## config.mk

```make
export PLATFORM = sky130hd
export DESIGN_NAME = pll_register_word_builder
export DESIGN_NICKNAME = d
export VERILOG_FILES = /design/src/rtl/plw_pkg.sv /design/src/rtl/plw_divider.sv /design/src/rtl/plw_post.sv /design/src/rtl/plw_serializer.sv /design/src/rtl/pll_register_word_builder.sv
export SDC_FILE = /design/constraint.sdc
export NUM_CORES = 2
export LEC_CHECK = 0
export BUFFER_PORTS_ARGS = -buffer_cell sky130_fd_sc_hd__buf_2
export CORE_ASPECT_RATIO = 0.8
export CORE_MARGIN = 10
export CORE_UTILIZATION = 45
export DETAILED_ROUTE_END_ITERATION = 16
export GPL_TIMING_DRIVEN = 0
export PLACE_DENSITY = 0.61
export SLEW_MARGIN = 0
export SYNTH_ARGS = -nofsm -noshare
export SYNTH_HDL_FRONTEND = slang
export SYNTH_SLANG_ARGS = --single-unit
```

## constraint.sdc

```tcl
create_clock -name clk -period 121.9 [get_ports clk]
set_input_delay 18.285 -clock clk [delete_from_list [all_inputs] [get_ports clk]]
set_output_delay 18.285 -clock clk [all_outputs]
set_load 0.1 [all_outputs]
```

## src/rtl/plw_pkg.sv

```systemverilog
`timescale 1ns / 1ps
// Shared types, constants and helper functions for the PLL register word builder.
// No dependencies; all rtl files but the checker refer to this package by scoped names.
package plw_pkg;

	localparam int FREQ_W = 23;
	localparam int REF_W  = 18;
	localparam int FRAC_W = 10;
	localparam int INT_W  = 14;
	localparam int CODE_W = 3;
	localparam int WORD_W = 32;

	// long division: integer part steps, then fraction digit steps
	localparam int N1_STEPS = FREQ_W;
	localparam int N2_STEPS = FRAC_W;

	// floor(2^37 / 10000), used to split off digits above 9999
	localparam logic [23:0] RECIP_10K  = 24'd13743895;
	localparam int          RECIP_SHFT = 37;

	localparam logic [2:0] REG_R5 = 3'd5;
	localparam logic [2:0] REG_R4 = 3'd4;
	localparam logic [2:0] REG_R3 = 3'd3;
	localparam logic [2:0] REG_R2 = 3'd2;
	localparam logic [2:0] REG_R1 = 3'd1;
	localparam logic [2:0] REG_R0 = 3'd0;

	localparam logic [31:0] R1_KEEP_MASK = 32'h1FFF_E007;

	typedef enum logic [2:0] {
		CFG_REF_CLOCK = 3'd0,
		CFG_REG5      = 3'd1,
		CFG_REG4_LOW  = 3'd2,
		CFG_REG3      = 3'd3,
		CFG_REG2      = 3'd4,
		CFG_REG1_TMPL = 3'd5
	} cfg_idx_t;

	typedef struct packed {
		logic [REF_W-1:0]  ref_khz;
		logic [31:0]       reg5;
		logic [19:0]       reg4_low;
		logic [31:0]       reg3;
		logic [31:0]       reg2;
		logic [31:0]       reg1_tmpl;
	} cfg_t;

	typedef struct packed {
		logic [CODE_W-1:0] code;
		logic [REF_W-1:0]  rem;
		logic [FREQ_W-1:0] num;
	} div1_t;

	typedef struct packed {
		logic [CODE_W-1:0] code;
		logic [FREQ_W-1:0] q1;
		logic [REF_W-1:0]  rem;
		logic [FRAC_W-1:0] num;
	} div2_t;

	typedef struct packed {
		logic [CODE_W-1:0] code;
		logic [FREQ_W-1:0] q1;
		logic [FRAC_W-1:0] f;
	} quo_t;

	typedef struct packed {
		logic [WORD_W-1:0] r4;
		logic [WORD_W-1:0] r1;
		logic [WORD_W-1:0] r0;
		logic [INT_W-1:0]  intv;
		logic [FRAC_W-1:0] frac;
		logic [FRAC_W-1:0] modv;
		logic [CODE_W-1:0] code;
	} res_t;

	// log2 of the output divider from the frequency band
	function automatic logic [CODE_W-1:0] pick_code(input logic [FREQ_W-1:0] freq);
		if (freq < 23'd69000) begin
			return 3'd6;
		end else if (freq < 23'd138000) begin
			return 3'd5;
		end else if (freq < 23'd275000) begin
			return 3'd4;
		end else if (freq < 23'd550000) begin
			return 3'd3;
		end else if (freq < 23'd1100000) begin
			return 3'd2;
		end else if (freq < 23'd2200000) begin
			return 3'd1;
		end
		return 3'd0;
	endfunction

	// one restoring step: returns {quotient bit, new remainder}
	function automatic logic [REF_W:0] div_step(input logic [REF_W-1:0] rem,
			input logic b, input logic [REF_W-1:0] dvsr);
		logic [REF_W:0] t;
		logic [REF_W:0] d;
		t = {rem, b};
		d = t - {1'b0, dvsr};
		if (t >= {1'b0, dvsr}) begin
			return {1'b1, d[REF_W-1:0]};
		end
		return {1'b0, t[REF_W-1:0]};
	endfunction

	// smallest modulus from the list for a three digit fraction: {mod, frac}
	function automatic logic [2*FRAC_W-1:0] mod_frac(input logic [FRAC_W-1:0] f);
		logic [6:0]  f8;
		logic [7:0]  f4;
		logic [12:0] p25;
		logic [15:0] p5a;
		logic [15:0] p5b;
		logic [2:0]  q25;
		logic [5:0]  q5a;
		logic [5:0]  q5b;
		logic [FRAC_W-1:0] mval;
		logic [FRAC_W-1:0] fval;
		f8  = f[9:3];
		f4  = f[9:2];
		p25 = 13'(f8) * 13'd41;
		p5a = 16'(f8) * 16'd205;
		p5b = 16'(f4) * 16'd205;
		q25 = p25[12:10];
		q5a = p5a[15:10];
		q5b = p5b[15:10];
		if (f == '0) begin
			mval = 10'd2;
			fval = '0;
		end else if (f[2:0] == 3'd0 && 7'(q25) * 7'd25 == f8) begin
			mval = 10'd5;
			fval = 10'(q25);
		end else if (f[2:0] == 3'd0 && 7'(q5a) * 7'd5 == f8) begin
			mval = 10'd25;
			fval = 10'(q5a);
		end else if (f[1:0] == 2'd0 && 8'(q5b) * 8'd5 == f4) begin
			mval = 10'd50;
			fval = 10'(q5b);
		end else if (f[2:0] == 3'd0) begin
			mval = 10'd125;
			fval = 10'(f8);
		end else if (f[1:0] == 2'd0) begin
			mval = 10'd250;
			fval = 10'(f4);
		end else if (f[0] == 1'b0) begin
			mval = 10'd500;
			fval = 10'(f[9:1]);
		end else begin
			mval = 10'd1000;
			fval = f;
		end
		return {mval, fval};
	endfunction

endpackage

```

## src/rtl/plw_divider.sv

```systemverilog
`timescale 1ns / 1ps
// Pipelined long divider: freq*div / ref as integer quotient plus three decimal digits.
// Uses plw_pkg types and the div_step function.
module plw_divider (
	input  logic                        clk,
	input  logic                        arst_n,
	input  logic                        adv,
	input  logic                        in_valid,
	input  logic [plw_pkg::FREQ_W-1:0]  in_freq,
	input  logic [plw_pkg::REF_W-1:0]   ref_khz,
	output logic                        out_valid,
	output plw_pkg::quo_t               out_quo
);

	logic [plw_pkg::N1_STEPS:0] v1_s;
	logic [plw_pkg::N2_STEPS:0] v2_s;
	plw_pkg::div1_t d1_s [plw_pkg::N1_STEPS+1];
	plw_pkg::div2_t d2_s [plw_pkg::N2_STEPS+1];

	logic [plw_pkg::CODE_W-1:0] code;
	logic [plw_pkg::FREQ_W-1:0] x;
	logic [27:0]                dprod;

	assign code  = plw_pkg::pick_code(in_freq);
	assign x     = in_freq << code;
	assign dprod = 28'(d1_s[plw_pkg::N1_STEPS].rem) * 28'd1000;

	always_ff @(posedge clk or negedge arst_n) begin
		if (!arst_n) begin
			v1_s <= '0;
			v2_s <= '0;
		end else if (adv) begin
			v1_s <= {v1_s[plw_pkg::N1_STEPS-1:0], in_valid};
			v2_s <= {v2_s[plw_pkg::N2_STEPS-1:0], v1_s[plw_pkg::N1_STEPS]};
		end
	end

	always_ff @(posedge clk) begin
		if (adv) begin
			d1_s[0] <= '{code: code, rem: '0, num: x};
		end
	end

	for (genvar i = 0; i < plw_pkg::N1_STEPS; i++) begin : g_int
		logic [plw_pkg::REF_W:0] st;
		assign st = plw_pkg::div_step(d1_s[i].rem, d1_s[i].num[plw_pkg::FREQ_W-1], ref_khz);
		always_ff @(posedge clk) begin
			if (adv) begin
				d1_s[i+1] <= '{code: d1_s[i].code, rem: st[plw_pkg::REF_W-1:0],
					num: {d1_s[i].num[plw_pkg::FREQ_W-2:0], st[plw_pkg::REF_W]}};
			end
		end
	end

	// remainder * 1000; top bits already below ref, low ten shift in
	always_ff @(posedge clk) begin
		if (adv) begin
			d2_s[0] <= '{code: d1_s[plw_pkg::N1_STEPS].code,
				q1: d1_s[plw_pkg::N1_STEPS].num, rem: dprod[27:10], num: dprod[9:0]};
		end
	end

	for (genvar j = 0; j < plw_pkg::N2_STEPS; j++) begin : g_frac
		logic [plw_pkg::REF_W:0] st;
		assign st = plw_pkg::div_step(d2_s[j].rem, d2_s[j].num[plw_pkg::FRAC_W-1], ref_khz);
		always_ff @(posedge clk) begin
			if (adv) begin
				d2_s[j+1] <= '{code: d2_s[j].code, q1: d2_s[j].q1,
					rem: st[plw_pkg::REF_W-1:0],
					num: {d2_s[j].num[plw_pkg::FRAC_W-2:0], st[plw_pkg::REF_W]}};
			end
		end
	end

	assign out_valid = v2_s[plw_pkg::N2_STEPS];
	assign out_quo   = '{code: d2_s[plw_pkg::N2_STEPS].code, q1: d2_s[plw_pkg::N2_STEPS].q1,
		f: d2_s[plw_pkg::N2_STEPS].num};

endmodule

```

## src/rtl/plw_post.sv

```systemverilog
`timescale 1ns / 1ps
// Three stage back end: INT mod 10000, FRAC/MOD reduction, R4/R1/R0 assembly.
// Uses plw_pkg types, constants and mod_frac.
module plw_post (
	input  logic          clk,
	input  logic          arst_n,
	input  logic          adv,
	input  logic          in_valid,
	input  plw_pkg::quo_t in_quo,
	input  plw_pkg::cfg_t cfg,
	output logic          out_valid,
	output plw_pkg::res_t out_res
);

	logic [2:0]                  v_s;
	logic [46:0]                 prod_s1;
	logic [plw_pkg::FREQ_W-1:0]  q1_s1;
	logic [plw_pkg::CODE_W-1:0]  code_s1, code_s2;
	logic [plw_pkg::FRAC_W-1:0]  mod_s1, mod_s2, frac_s1, frac_s2;
	logic [14:0]                 r_s2;
	plw_pkg::res_t               res_s3;

	logic [2*plw_pkg::FRAC_W-1:0] mf;
	logic [9:0]                   est;
	logic [plw_pkg::FREQ_W-1:0]   sub;
	logic [14:0]                  rc;
	logic [plw_pkg::INT_W-1:0]    intv;

	assign mf   = plw_pkg::mod_frac(in_quo.f);
	assign est  = prod_s1[46:plw_pkg::RECIP_SHFT];
	assign sub  = q1_s1 - 23'(est) * 23'd10000;
	assign rc   = (r_s2 >= 15'd10000) ? (r_s2 - 15'd10000) : r_s2;
	assign intv = rc[plw_pkg::INT_W-1:0];

	always_ff @(posedge clk or negedge arst_n) begin
		if (!arst_n) begin
			v_s <= '0;
		end else if (adv) begin
			v_s <= {v_s[1:0], in_valid};
		end
	end

	always_ff @(posedge clk) begin
		if (adv) begin
			prod_s1 <= 47'(in_quo.q1) * 47'(plw_pkg::RECIP_10K);
			q1_s1   <= in_quo.q1;
			code_s1 <= in_quo.code;
			mod_s1  <= mf[2*plw_pkg::FRAC_W-1:plw_pkg::FRAC_W];
			frac_s1 <= mf[plw_pkg::FRAC_W-1:0];

			r_s2    <= sub[14:0];
			code_s2 <= code_s1;
			mod_s2  <= mod_s1;
			frac_s2 <= frac_s1;

			res_s3.r4   <= {8'h00, 1'b1, code_s2, cfg.reg4_low};
			res_s3.r1   <= (cfg.reg1_tmpl & plw_pkg::R1_KEEP_MASK) | {19'd0, mod_s2, 3'd0};
			res_s3.r0   <= {3'b000, intv, 2'b00, frac_s2, 3'b000};
			res_s3.intv <= intv;
			res_s3.frac <= frac_s2;
			res_s3.modv <= mod_s2;
			res_s3.code <= code_s2;
		end
	end

	assign out_valid = v_s[2];
	assign out_res   = res_s3;

endmodule

```

## src/rtl/plw_serializer.sv

```systemverilog
`timescale 1ns / 1ps
// Output register that sends one request's six words, R5 first, R0 with tlast.
// Uses plw_pkg types and register number constants.
module plw_serializer (
	input  logic          clk,
	input  logic          arst_n,
	input  logic          in_valid,
	input  plw_pkg::res_t in_res,
	input  plw_pkg::cfg_t cfg,
	output logic          adv,
	output logic          m_axis_tvalid,
	input  logic          m_axis_tready,
	output logic [71:0]   m_axis_tdata,
	output logic [2:0]    m_axis_tuser,
	output logic          m_axis_tlast
);

	logic          busy_q;
	logic [2:0]    cnt_q;
	plw_pkg::res_t res_q;
	logic          beat, fin, take;
	logic [31:0]   word;

	assign beat = busy_q && m_axis_tready;
	assign fin  = beat && (cnt_q == plw_pkg::REG_R0);
	assign take = !busy_q || fin;
	assign adv  = take || !in_valid;

	always_ff @(posedge clk or negedge arst_n) begin
		if (!arst_n) begin
			busy_q <= 1'b0;
			cnt_q  <= plw_pkg::REG_R5;
		end else if (take) begin
			busy_q <= in_valid;
			cnt_q  <= plw_pkg::REG_R5;
		end else if (beat) begin
			cnt_q  <= cnt_q - 3'd1;
		end
	end

	always_ff @(posedge clk) begin
		if (take && in_valid) begin
			res_q <= in_res;
		end
	end

	always_comb begin
		unique case (cnt_q)
			plw_pkg::REG_R5: word = cfg.reg5;
			plw_pkg::REG_R4: word = res_q.r4;
			plw_pkg::REG_R3: word = cfg.reg3;
			plw_pkg::REG_R2: word = cfg.reg2;
			plw_pkg::REG_R1: word = res_q.r1;
			default:         word = res_q.r0;
		endcase
	end

	assign m_axis_tvalid = busy_q;
	assign m_axis_tdata  = {3'b000, res_q.code, res_q.modv, res_q.frac, res_q.intv, word};
	assign m_axis_tuser  = cnt_q;
	assign m_axis_tlast  = (cnt_q == plw_pkg::REG_R0);

endmodule

```

## src/rtl/pll_register_word_builder.sv

```systemverilog
`timescale 1ns / 1ps
// Top level: configuration registers, divider pipeline, back end and output serializer.
// Depends on plw_pkg, plw_divider, plw_post and plw_serializer.
//
// Each accepted request beat (an output frequency in kHz) produces six output beats
// carrying the synthesizer words R5, R4, R3, R2, R1, R0 in that order, with tlast on R0
// and the register number on tuser. The divider pipeline is 35 stages deep and the back
// end 3 more. The pipeline takes a new request every cycle unless a finished result waits
// on a busy serializer; sustained throughput is set by the output serializer, which sends
// the six words of each request one word per beat.
// Configuration registers are written through the cfg channel, which is always ready,
// and must only change while no request is in flight. A zero reference reads as 1 kHz.
module pll_register_word_builder (
	input  logic        clk,
	input  logic        arst_n,
	input  logic        s_axis_tvalid,
	output logic        s_axis_tready,
	input  logic [23:0] s_axis_tdata,   // [22:0] freq_khz, [23] zero
	output logic        m_axis_tvalid,
	input  logic        m_axis_tready,
	// [31:0] reg_word, [45:32] int_value, [55:46] frac_num, [65:56] modulus,
	// [68:66] divider_code, [71:69] zero
	output logic [71:0] m_axis_tdata,
	output logic [2:0]  m_axis_tuser,   // [2:0] reg_number
	output logic        m_axis_tlast,
	input  logic        cfg_valid,
	output logic        cfg_ready,
	input  logic [2:0]  cfg_index,
	input  logic [31:0] cfg_data
);

	plw_pkg::cfg_t             cfg_q;
	logic [plw_pkg::REF_W-1:0] ref_eff;
	logic                      adv;
	logic                      div_valid, post_valid;
	plw_pkg::quo_t             div_quo;
	plw_pkg::res_t             post_res;

	assign cfg_ready = 1'b1;
	assign ref_eff   = (cfg_q.ref_khz == '0) ? 18'd1 : cfg_q.ref_khz;

	always_ff @(posedge clk or negedge arst_n) begin
		if (!arst_n) begin
			cfg_q.ref_khz   <= 18'd25000;
			cfg_q.reg5      <= 32'h0058_0005;
			cfg_q.reg4_low  <= 20'hC803C;
			cfg_q.reg3      <= 32'h0000_04B3;
			cfg_q.reg2      <= 32'h0000_4E42;
			cfg_q.reg1_tmpl <= 32'h0800_8011;
		end else if (cfg_valid && cfg_ready) begin
			unique case (plw_pkg::cfg_idx_t'(cfg_index))
				plw_pkg::CFG_REF_CLOCK: cfg_q.ref_khz   <= cfg_data[plw_pkg::REF_W-1:0];
				plw_pkg::CFG_REG5:      cfg_q.reg5      <= cfg_data;
				plw_pkg::CFG_REG4_LOW:  cfg_q.reg4_low  <= cfg_data[19:0];
				plw_pkg::CFG_REG3:      cfg_q.reg3      <= cfg_data;
				plw_pkg::CFG_REG2:      cfg_q.reg2      <= cfg_data;
				plw_pkg::CFG_REG1_TMPL: cfg_q.reg1_tmpl <= cfg_data;
				default: ;
			endcase
		end
	end

	assign s_axis_tready = adv;

	plw_divider u_div (
		.clk       (clk),
		.arst_n    (arst_n),
		.adv       (adv),
		.in_valid  (s_axis_tvalid),
		.in_freq   (s_axis_tdata[plw_pkg::FREQ_W-1:0]),
		.ref_khz   (ref_eff),
		.out_valid (div_valid),
		.out_quo   (div_quo)
	);

	plw_post u_post (
		.clk       (clk),
		.arst_n    (arst_n),
		.adv       (adv),
		.in_valid  (div_valid),
		.in_quo    (div_quo),
		.cfg       (cfg_q),
		.out_valid (post_valid),
		.out_res   (post_res)
	);

	plw_serializer u_ser (
		.clk           (clk),
		.arst_n        (arst_n),
		.in_valid      (post_valid),
		.in_res        (post_res),
		.cfg           (cfg_q),
		.adv           (adv),
		.m_axis_tvalid (m_axis_tvalid),
		.m_axis_tready (m_axis_tready),
		.m_axis_tdata  (m_axis_tdata),
		.m_axis_tuser  (m_axis_tuser),
		.m_axis_tlast  (m_axis_tlast)
	);

endmodule

```

=== After elaboration in Yosys (flattened, before gate mapping) ===
Memory sizes are Yosys's and may differ from the RTL's.
Index checks and enable logic that the tools add are counted.

* $add $sub $neg: 36
* Multiply operators: 9
* Divide/modulo/power cells: 0
* Magnitude comparators: 40
* Equal/unequal tests: 13
* Shift-type cells: 1
* Muxes and demuxes: 131
* Bitwise logic cells: 2
* Reductions and logical operators: 29

{| class="wikitable"
|+ Operators with widths
! cell !! count
|-
| $mux W19 || 66
|-
| $ge A19 B18 Y1 || 33
|-
| $sub A18 B18 Y18 || 33
|-
| $pmux W32 S5 || 1
|-
| $mul A23 B24 Y47 const B || 1
|-
| $mux W1 || 41
|-
| $mux W3 || 11
|-
| $or A29 B13 Y29 || 1
|-
| $mul A18 B7 Y25 const B || 1
|-
| $lt A23 B17 Y1 const B || 1
|-
| $lt A23 B18 Y1 const B || 1
|-
| $lt A23 B19 Y1 const B || 1
|-
| $lt A23 B20 Y1 const B || 1
|-
| $lt A23 B21 Y1 const B || 1
|-
| $lt A23 B22 Y1 const B || 1
|-
| $shl A23 B3 Y23 || 1
|-
| $logic_not A18 Y1 || 1
|-
| $mux W18 || 1
|-
| $mul A8 B8 Y16 const B || 1
|-
| $mux W8 || 2
|-
| $ge A15 B14 Y1 const B || 1
|-
| $mul A7 B8 Y15 const B || 1
|-
| $sub A15 B15 Y15 || 1
|-
| $eq A7 B7 Y1 || 2
|-
| 32 further kinds || 56
|}

* Register bits after elaboration: 560
* Bits in latches: 0
* Memory bits (writable): 1650
* Bits in read-only memories: 0
* Bits of input ports: 64
* Output and inout port bits: 79
* Logic and storage cells: 308
* Memories: 2

{| class="wikitable"
|+ Memories
! name !! words !! bits a word !! rd ports !! clocked after Yosys merged registers in !! wr ports !! RTL line !! RTL
|-
| u_div.d1_s || 24 || 44 || 24 || 0 || 24 || plw_divider.sv:17 || <nowiki>plw_pkg::div1_t d1_s [plw_pkg::N1_STEPS+1];</nowiki>
|-
| u_div.d2_s || 11 || 54 || 11 || 0 || 11 || plw_divider.sv:18 || <nowiki>plw_pkg::div2_t d2_s [plw_pkg::N2_STEPS+1];</nowiki>
|}

=== Logic depth before layout (Yosys ltp) ===
* Depth in word-level cells: 9
* Mapped depth: 27

=== Hierarchy ===
A second synthesis with hierarchy kept.

* Cell total of the unflattened synthesis: 8940
* Area, all modules: 116147.6 um2

{| class="wikitable"
|+ Modules (own cells, without submodules)
! module !! times used !! cells each !! area an instance (um2) !! sequential area each (um2)
|-
| plw_divider || 1 || 6458 || 84398.4 || 48531.5
|-
| plw_post || 1 || 1704 || 19426.1 || 4939.7
|-
| pll_register_word_builder || 1 || 383 || 6351.1 || 4196.5
|-
| plw_serializer || 1 || 395 || 5972.0 || 4096.4
|}

=== Least setup slack after synthesis ===
Ideal clock, no wire load.

* Kind: input to output
* Start: input port m_axis_tready
* End: output port s_axis_tready
* Arrival time: 66838 ps
* Data required time: 103615 ps
* Setup slack: 36777 ps
* Cell stages on the path: 4
* Buffers on the path: 2
* Path through: nand2_1 -> nand3_1 -> clkbuf_1 -> buf_1

* Word-level cells in the longest chain between the ends: 4

{| class="wikitable"
|+ RTL lines
! element !! RTL line !! RTL
|-
| start, declared || pll_register_word_builder.sv:20 || <nowiki>input logic m_axis_tready,</nowiki>
|-
| $logic_and A1 B1 Y1 || plw_serializer.sv:24 || <nowiki>assign beat = busy_q && m_axis_tready;</nowiki>
|-
| $logic_and A1 B1 Y1 || plw_serializer.sv:25 || <nowiki>assign fin = beat && (cnt_q == plw_pkg::REG_R0);</nowiki>
|-
| $logic_or A1 B1 Y1 || plw_serializer.sv:26 || <nowiki>assign take = !busy_q || fin;</nowiki>
|-
| $logic_or A1 B1 Y1 || plw_serializer.sv:27 || <nowiki>assign adv = take || !in_valid;</nowiki>
|-
| end, declared || pll_register_word_builder.sv:17 || <nowiki>output logic s_axis_tready,</nowiki>
|}

Every way passes these cells.

=== Worst setup path in the final report ===
Same ends and word-level chain as after synthesis.

==> results.py <==
metrics = {
    "die": {
        "die-height_um": 468.2,
        "floorplan.rows": 164,
        "floorplan.initialDensity_pct": 45.24,
        "fp.dieArea_um2": 271600,
        "horizontal_die_dimension_um": 580.2,
        "num_io_pins": 143,
        "floorplan.core_area_um2": 249700,
    },
    "final_layout": {
        "multi_input_comb_area_um2": 49760,
        "fillerInstances": 21260,
        "post_route_cells_drive_above_1_share_pct": 13.06,
        "area.growth.synth_to_final_pct": 11.49,
        "fin_nets": 10570,
        "final-seq-area_um2": 59730,
    },
    "sta": {
        "fin_crit_share_pct": 34.18,
        "whs_ps": 358.5,
        "top_achievable_clock_speed_mhz": 24.00,
        "setup_tns_ps": 0,
        "final_hold_viol_count": 0,
        "final.setup_skew_ps": 94.65,
        "fin_crit_ps": 41660,
        "setup_repair_after_global_routing_missed_its_margin": "false",
        "slew_at_the_pin_closest_to_its_max_slew_limit_ps": 1310,
        "setup_viol_count_final": 0,
        "drv_slew": 0,
        "timing.max_slew.rel_slack_pct": 12.06,
    },
    "synth": {
        "yosys_register_bits": 2020,
        "synth.area.mux_share_pct": 5.883,
        "synth_seq_area_share_pct": 52.86,
        "synth.yosys.warnings": 0,
        "mappedNetlistArea_um2": 113000,
        "post_synth.cell_area_avg_um2": 12.91,
        "synthArstFlopShare_pct": 9.653,
        "synth_edf_count": 1825,
        "synth_simple_gate_area_share_pct": 7.442,
        "synth_cell_type_count": 94,
        "post_synth_xor_area_fraction_pct": 3.920,
        "synth_compound_area_share_pct": 9.532,
        "synth_top_flop_cell": "sky130_fd_sc_hd__edfxtp_1",
        "synth_top_family_by_area": "adder cells",
        "synthesis.instances": 8750,
        "yosys.area_share.adder_pct": 17.22,
    },
    "grt": {
        "grt_use_met3_pct": 2.522,
        "vias_in_the_first_global_route": 69650,
        "initial_antenna_violation_count": 13,
        "busiest_layer_in_global_routing": "met2",
        "grt_first_pass_wirelength_um": 395900,
        "grt_start_max_net_pins": 115,
        "globalRouteMet2Util_pct": 27.40,
        "grt-ovfl-total": 0,
        "grt_use_met1_pct": 27.27,
        "gr-usage-all-layers_pct": 18.13,
    },
    "placed_design": {
        "dp_hpwl_um": 181100,
        "numPortBuffers": 129,
        "place_congestion": 0.8924,
    },
    "route": {
        "drt.antenna.violating_nets": 0,
        "avgViaCountPerCell": 5.507,
        "drt_iter0_drc": 5638,
        "drc": 0,
        "wire_per_inst_um": 19.91,
        "detailedRoute.firstPassIterationCount": 8,
        "route.final.wire_length_um": 251800,
        "routed-via-count": 69650,
    },
    "clocking": {
        "cts_tree": "yes",
        "cts_setup_buffers": 0,
        "cts_inserted_buffers": 210,
        "clock_insertion_delay_worst_skew_ps": 880,
        "cts_max_level": 4,
        "cts_root_buf": "sky130_fd_sc_hd__clkbuf_16",
        "path_clk_slew_ps": 60,
        "post_cts_resized": 0,
        "tritoncts_num_sinks": 2020,
        "cts_buffer_depth": 4,
        "ctsHoldBuffers": 0,
    },
    "run_status": {
        "run_status": "complete, no violations",
    },
    "min_path": {
        "holdCritPathClass": "reg -> reg",
    },
    "worst_setup_path": {
        "cp_cell_sequence": "buf_2, nand2_1, nand3_1, clkbuf_1, buf_2, buf_12, buf_12, buf_12, buf_12, buf_12, buf_12, buf_12, buf_12, buf_12, buf_12, buf_12, buf_2",
        "end_kind": "output port",
        "cp-start-kind": "input pin",
        "crit_slowest_cell": "sky130_fd_sc_hd__buf_2",
        "crit_family": "buffers and inverters",
        "cpMostUsedCell": "sky130_fd_sc_hd__buf_12",
        "cp_num_buf_inv": 15,
        "cp_max_fanout": 43,
        "required_ps": 103620,
        "critPathMaxStageDelay_ps": 590,
        "criticalPathCategory": "in -> out",
        "worstPathArrival_ps": 23380,
    },
    "run": {
        "maxCapViolCount": 0,
    },
}
## synth_stat cells, drive strengths merged (14+ instances only)
| cell | instances | area share (%) |
|---|---|---|
| nor4 | 33 | 0.19 |
| nor2 | 520 | 1.7 |
| nand4 | 100 | 0.55 |
| a31o | 19 | 0.15 |
| a211o | 21 | 0.16 |
| clkbuf | 121 | 0.40 |
| nand2b | 84 | 0.47 |
| nor3 | 151 | 0.68 |
| nand2 | 369 | 1.2 |
| a2111oi | 17 | 0.18 |
| a21o | 181 | 1.2 |
| o21a | 88 | 0.58 |
| nor2b | 111 | 0.61 |
| inv | 687 | 2.3 |
| a22oi | 47 | 0.31 |
| mux2 | 504 | 5.0 |
| and2 | 27 | 0.15 |
| or2 | 37 | 0.20 |
| xnor2 | 333 | 2.6 |
| ha | 1011 | 11 |
| o21ai | 332 | 1.5 |
| a31oi | 77 | 0.43 |
| o21bai | 35 | 0.23 |
| buf | 81 | 0.45 |
| o41ai | 20 | 0.16 |
| and3 | 45 | 0.25 |
| o211ai | 48 | 0.32 |
| a222oi | 18 | 0.16 |
| dfrtp | 160 | 3.5 |
| o31ai | 36 | 0.24 |
| a21boi | 48 | 0.32 |
| mux2i | 97 | 0.86 |
| a211oi | 61 | 0.41 |
| fa | 340 | 6.0 |
| a21oi | 487 | 2.2 |
| edfxtp | 1825 | 49 |
| or3 | 49 | 0.27 |
| a311oi | 14 | 0.11 |
| dfstp | 35 | 0.81 |
| nand3 | 118 | 0.52 |
| xor2 | 165 | 1.3 |
## path summary, 6_finish.rpt
path | startpoint | end | slack (ps) | depth (start not counted)
max | m_axis_tready | s_axis_tready | 80240 | 17
min | u_div.d1_s[2][1] | u_div.d1_s[2][46] | 360 | 0
max reg2reg | u_div.d2_s[10][9] | u_post.frac_s1[7] | 113890 | 24
min reg2reg | u_div.d1_s[2][1] | u_div.d1_s[2][46] | 360 | 0
max in group asynchronous | arst_n | cfg_q[155] | 103420 | 2
min in group asynchronous | arst_n | cfg_q[32] | 17490 | 1
## placed cells by master (no fill, tap or decap), drive strengths merged, types with 97 or more instances in the layout
master and n:
xor2 165, fa 340, dfrtp 160, mux2 504, mux2i 97, edfxtp 1825
nand4 100, nand2 369, nand3 118, inv 695, xnor2 333, ha 1011
nor2b 111, nor2 520, o21ai 332, clkbuf 377, a21o 181, buf 276
nor3 151, a21oi 487
## per-layer routing
metal / wire length, µm / part of all wire [%] / vias up
met5: 11 / 0.0044 / -
li1: - / - / 33290
met2: 107300 / 43 / 1773
met4: 7530 / 3.0 / 2
met1: 124100 / 49 / 34150
met3: 12870 / 5.1 / 437
## cell families after synthesis
kind of cell,count (synthesis)
XOR/XNOR,501
AO/OA/AOI/OAI,1664
multiplexers,601
buffers and inverters,889
flip-flops,2020
other,2
adder cells (fa/ha/maj),1351
AND/OR/NAND/NOR,1722
## per-stage QoR
stage                     util (%)  instances  setup slack [ps]  instance area (µm²)
final                        50.44      12650             80240               126000
after global routing         50.44      12640             79860               126000
after CTS                    50.43      12640             80090               125900
after detailed placement     47.76      12270             80120               119300
after global placement       47.17      12200             12640               117800
after floorplan                  -       8752             36780               113000
## registers in the layout, indices dropped and copies added (netlist names), 15 cells and up
signal / cells
u_div.v1_s: 24
u_post.out_res: 76
cfg_q: 153
u_div.d1_s: 1038
u_ser.m_axis_tdata: 35
u_post.r_s2: 15
u_post.q1_s1: 15
u_div.d2_s: 549
u_ser.res_q: 41
## area by class of cell
type | count | share of cell area, %
antenna | 9 | 0.01788
multi-input combinational | 5843 | 39.50
clock buffer | 256 | 4.381
buffer | 202 | 0.7648
clock inverter | 116 | 0.9248
inverter | 687 | 2.071
sequential | 2020 | 47.42
timing repair buffer | 195 | 1.627
tap | 3320 | 3.298
Power is not shown: default switching activity piles up to over one toggle a cycle in this logic, so the estimate is an artifact.
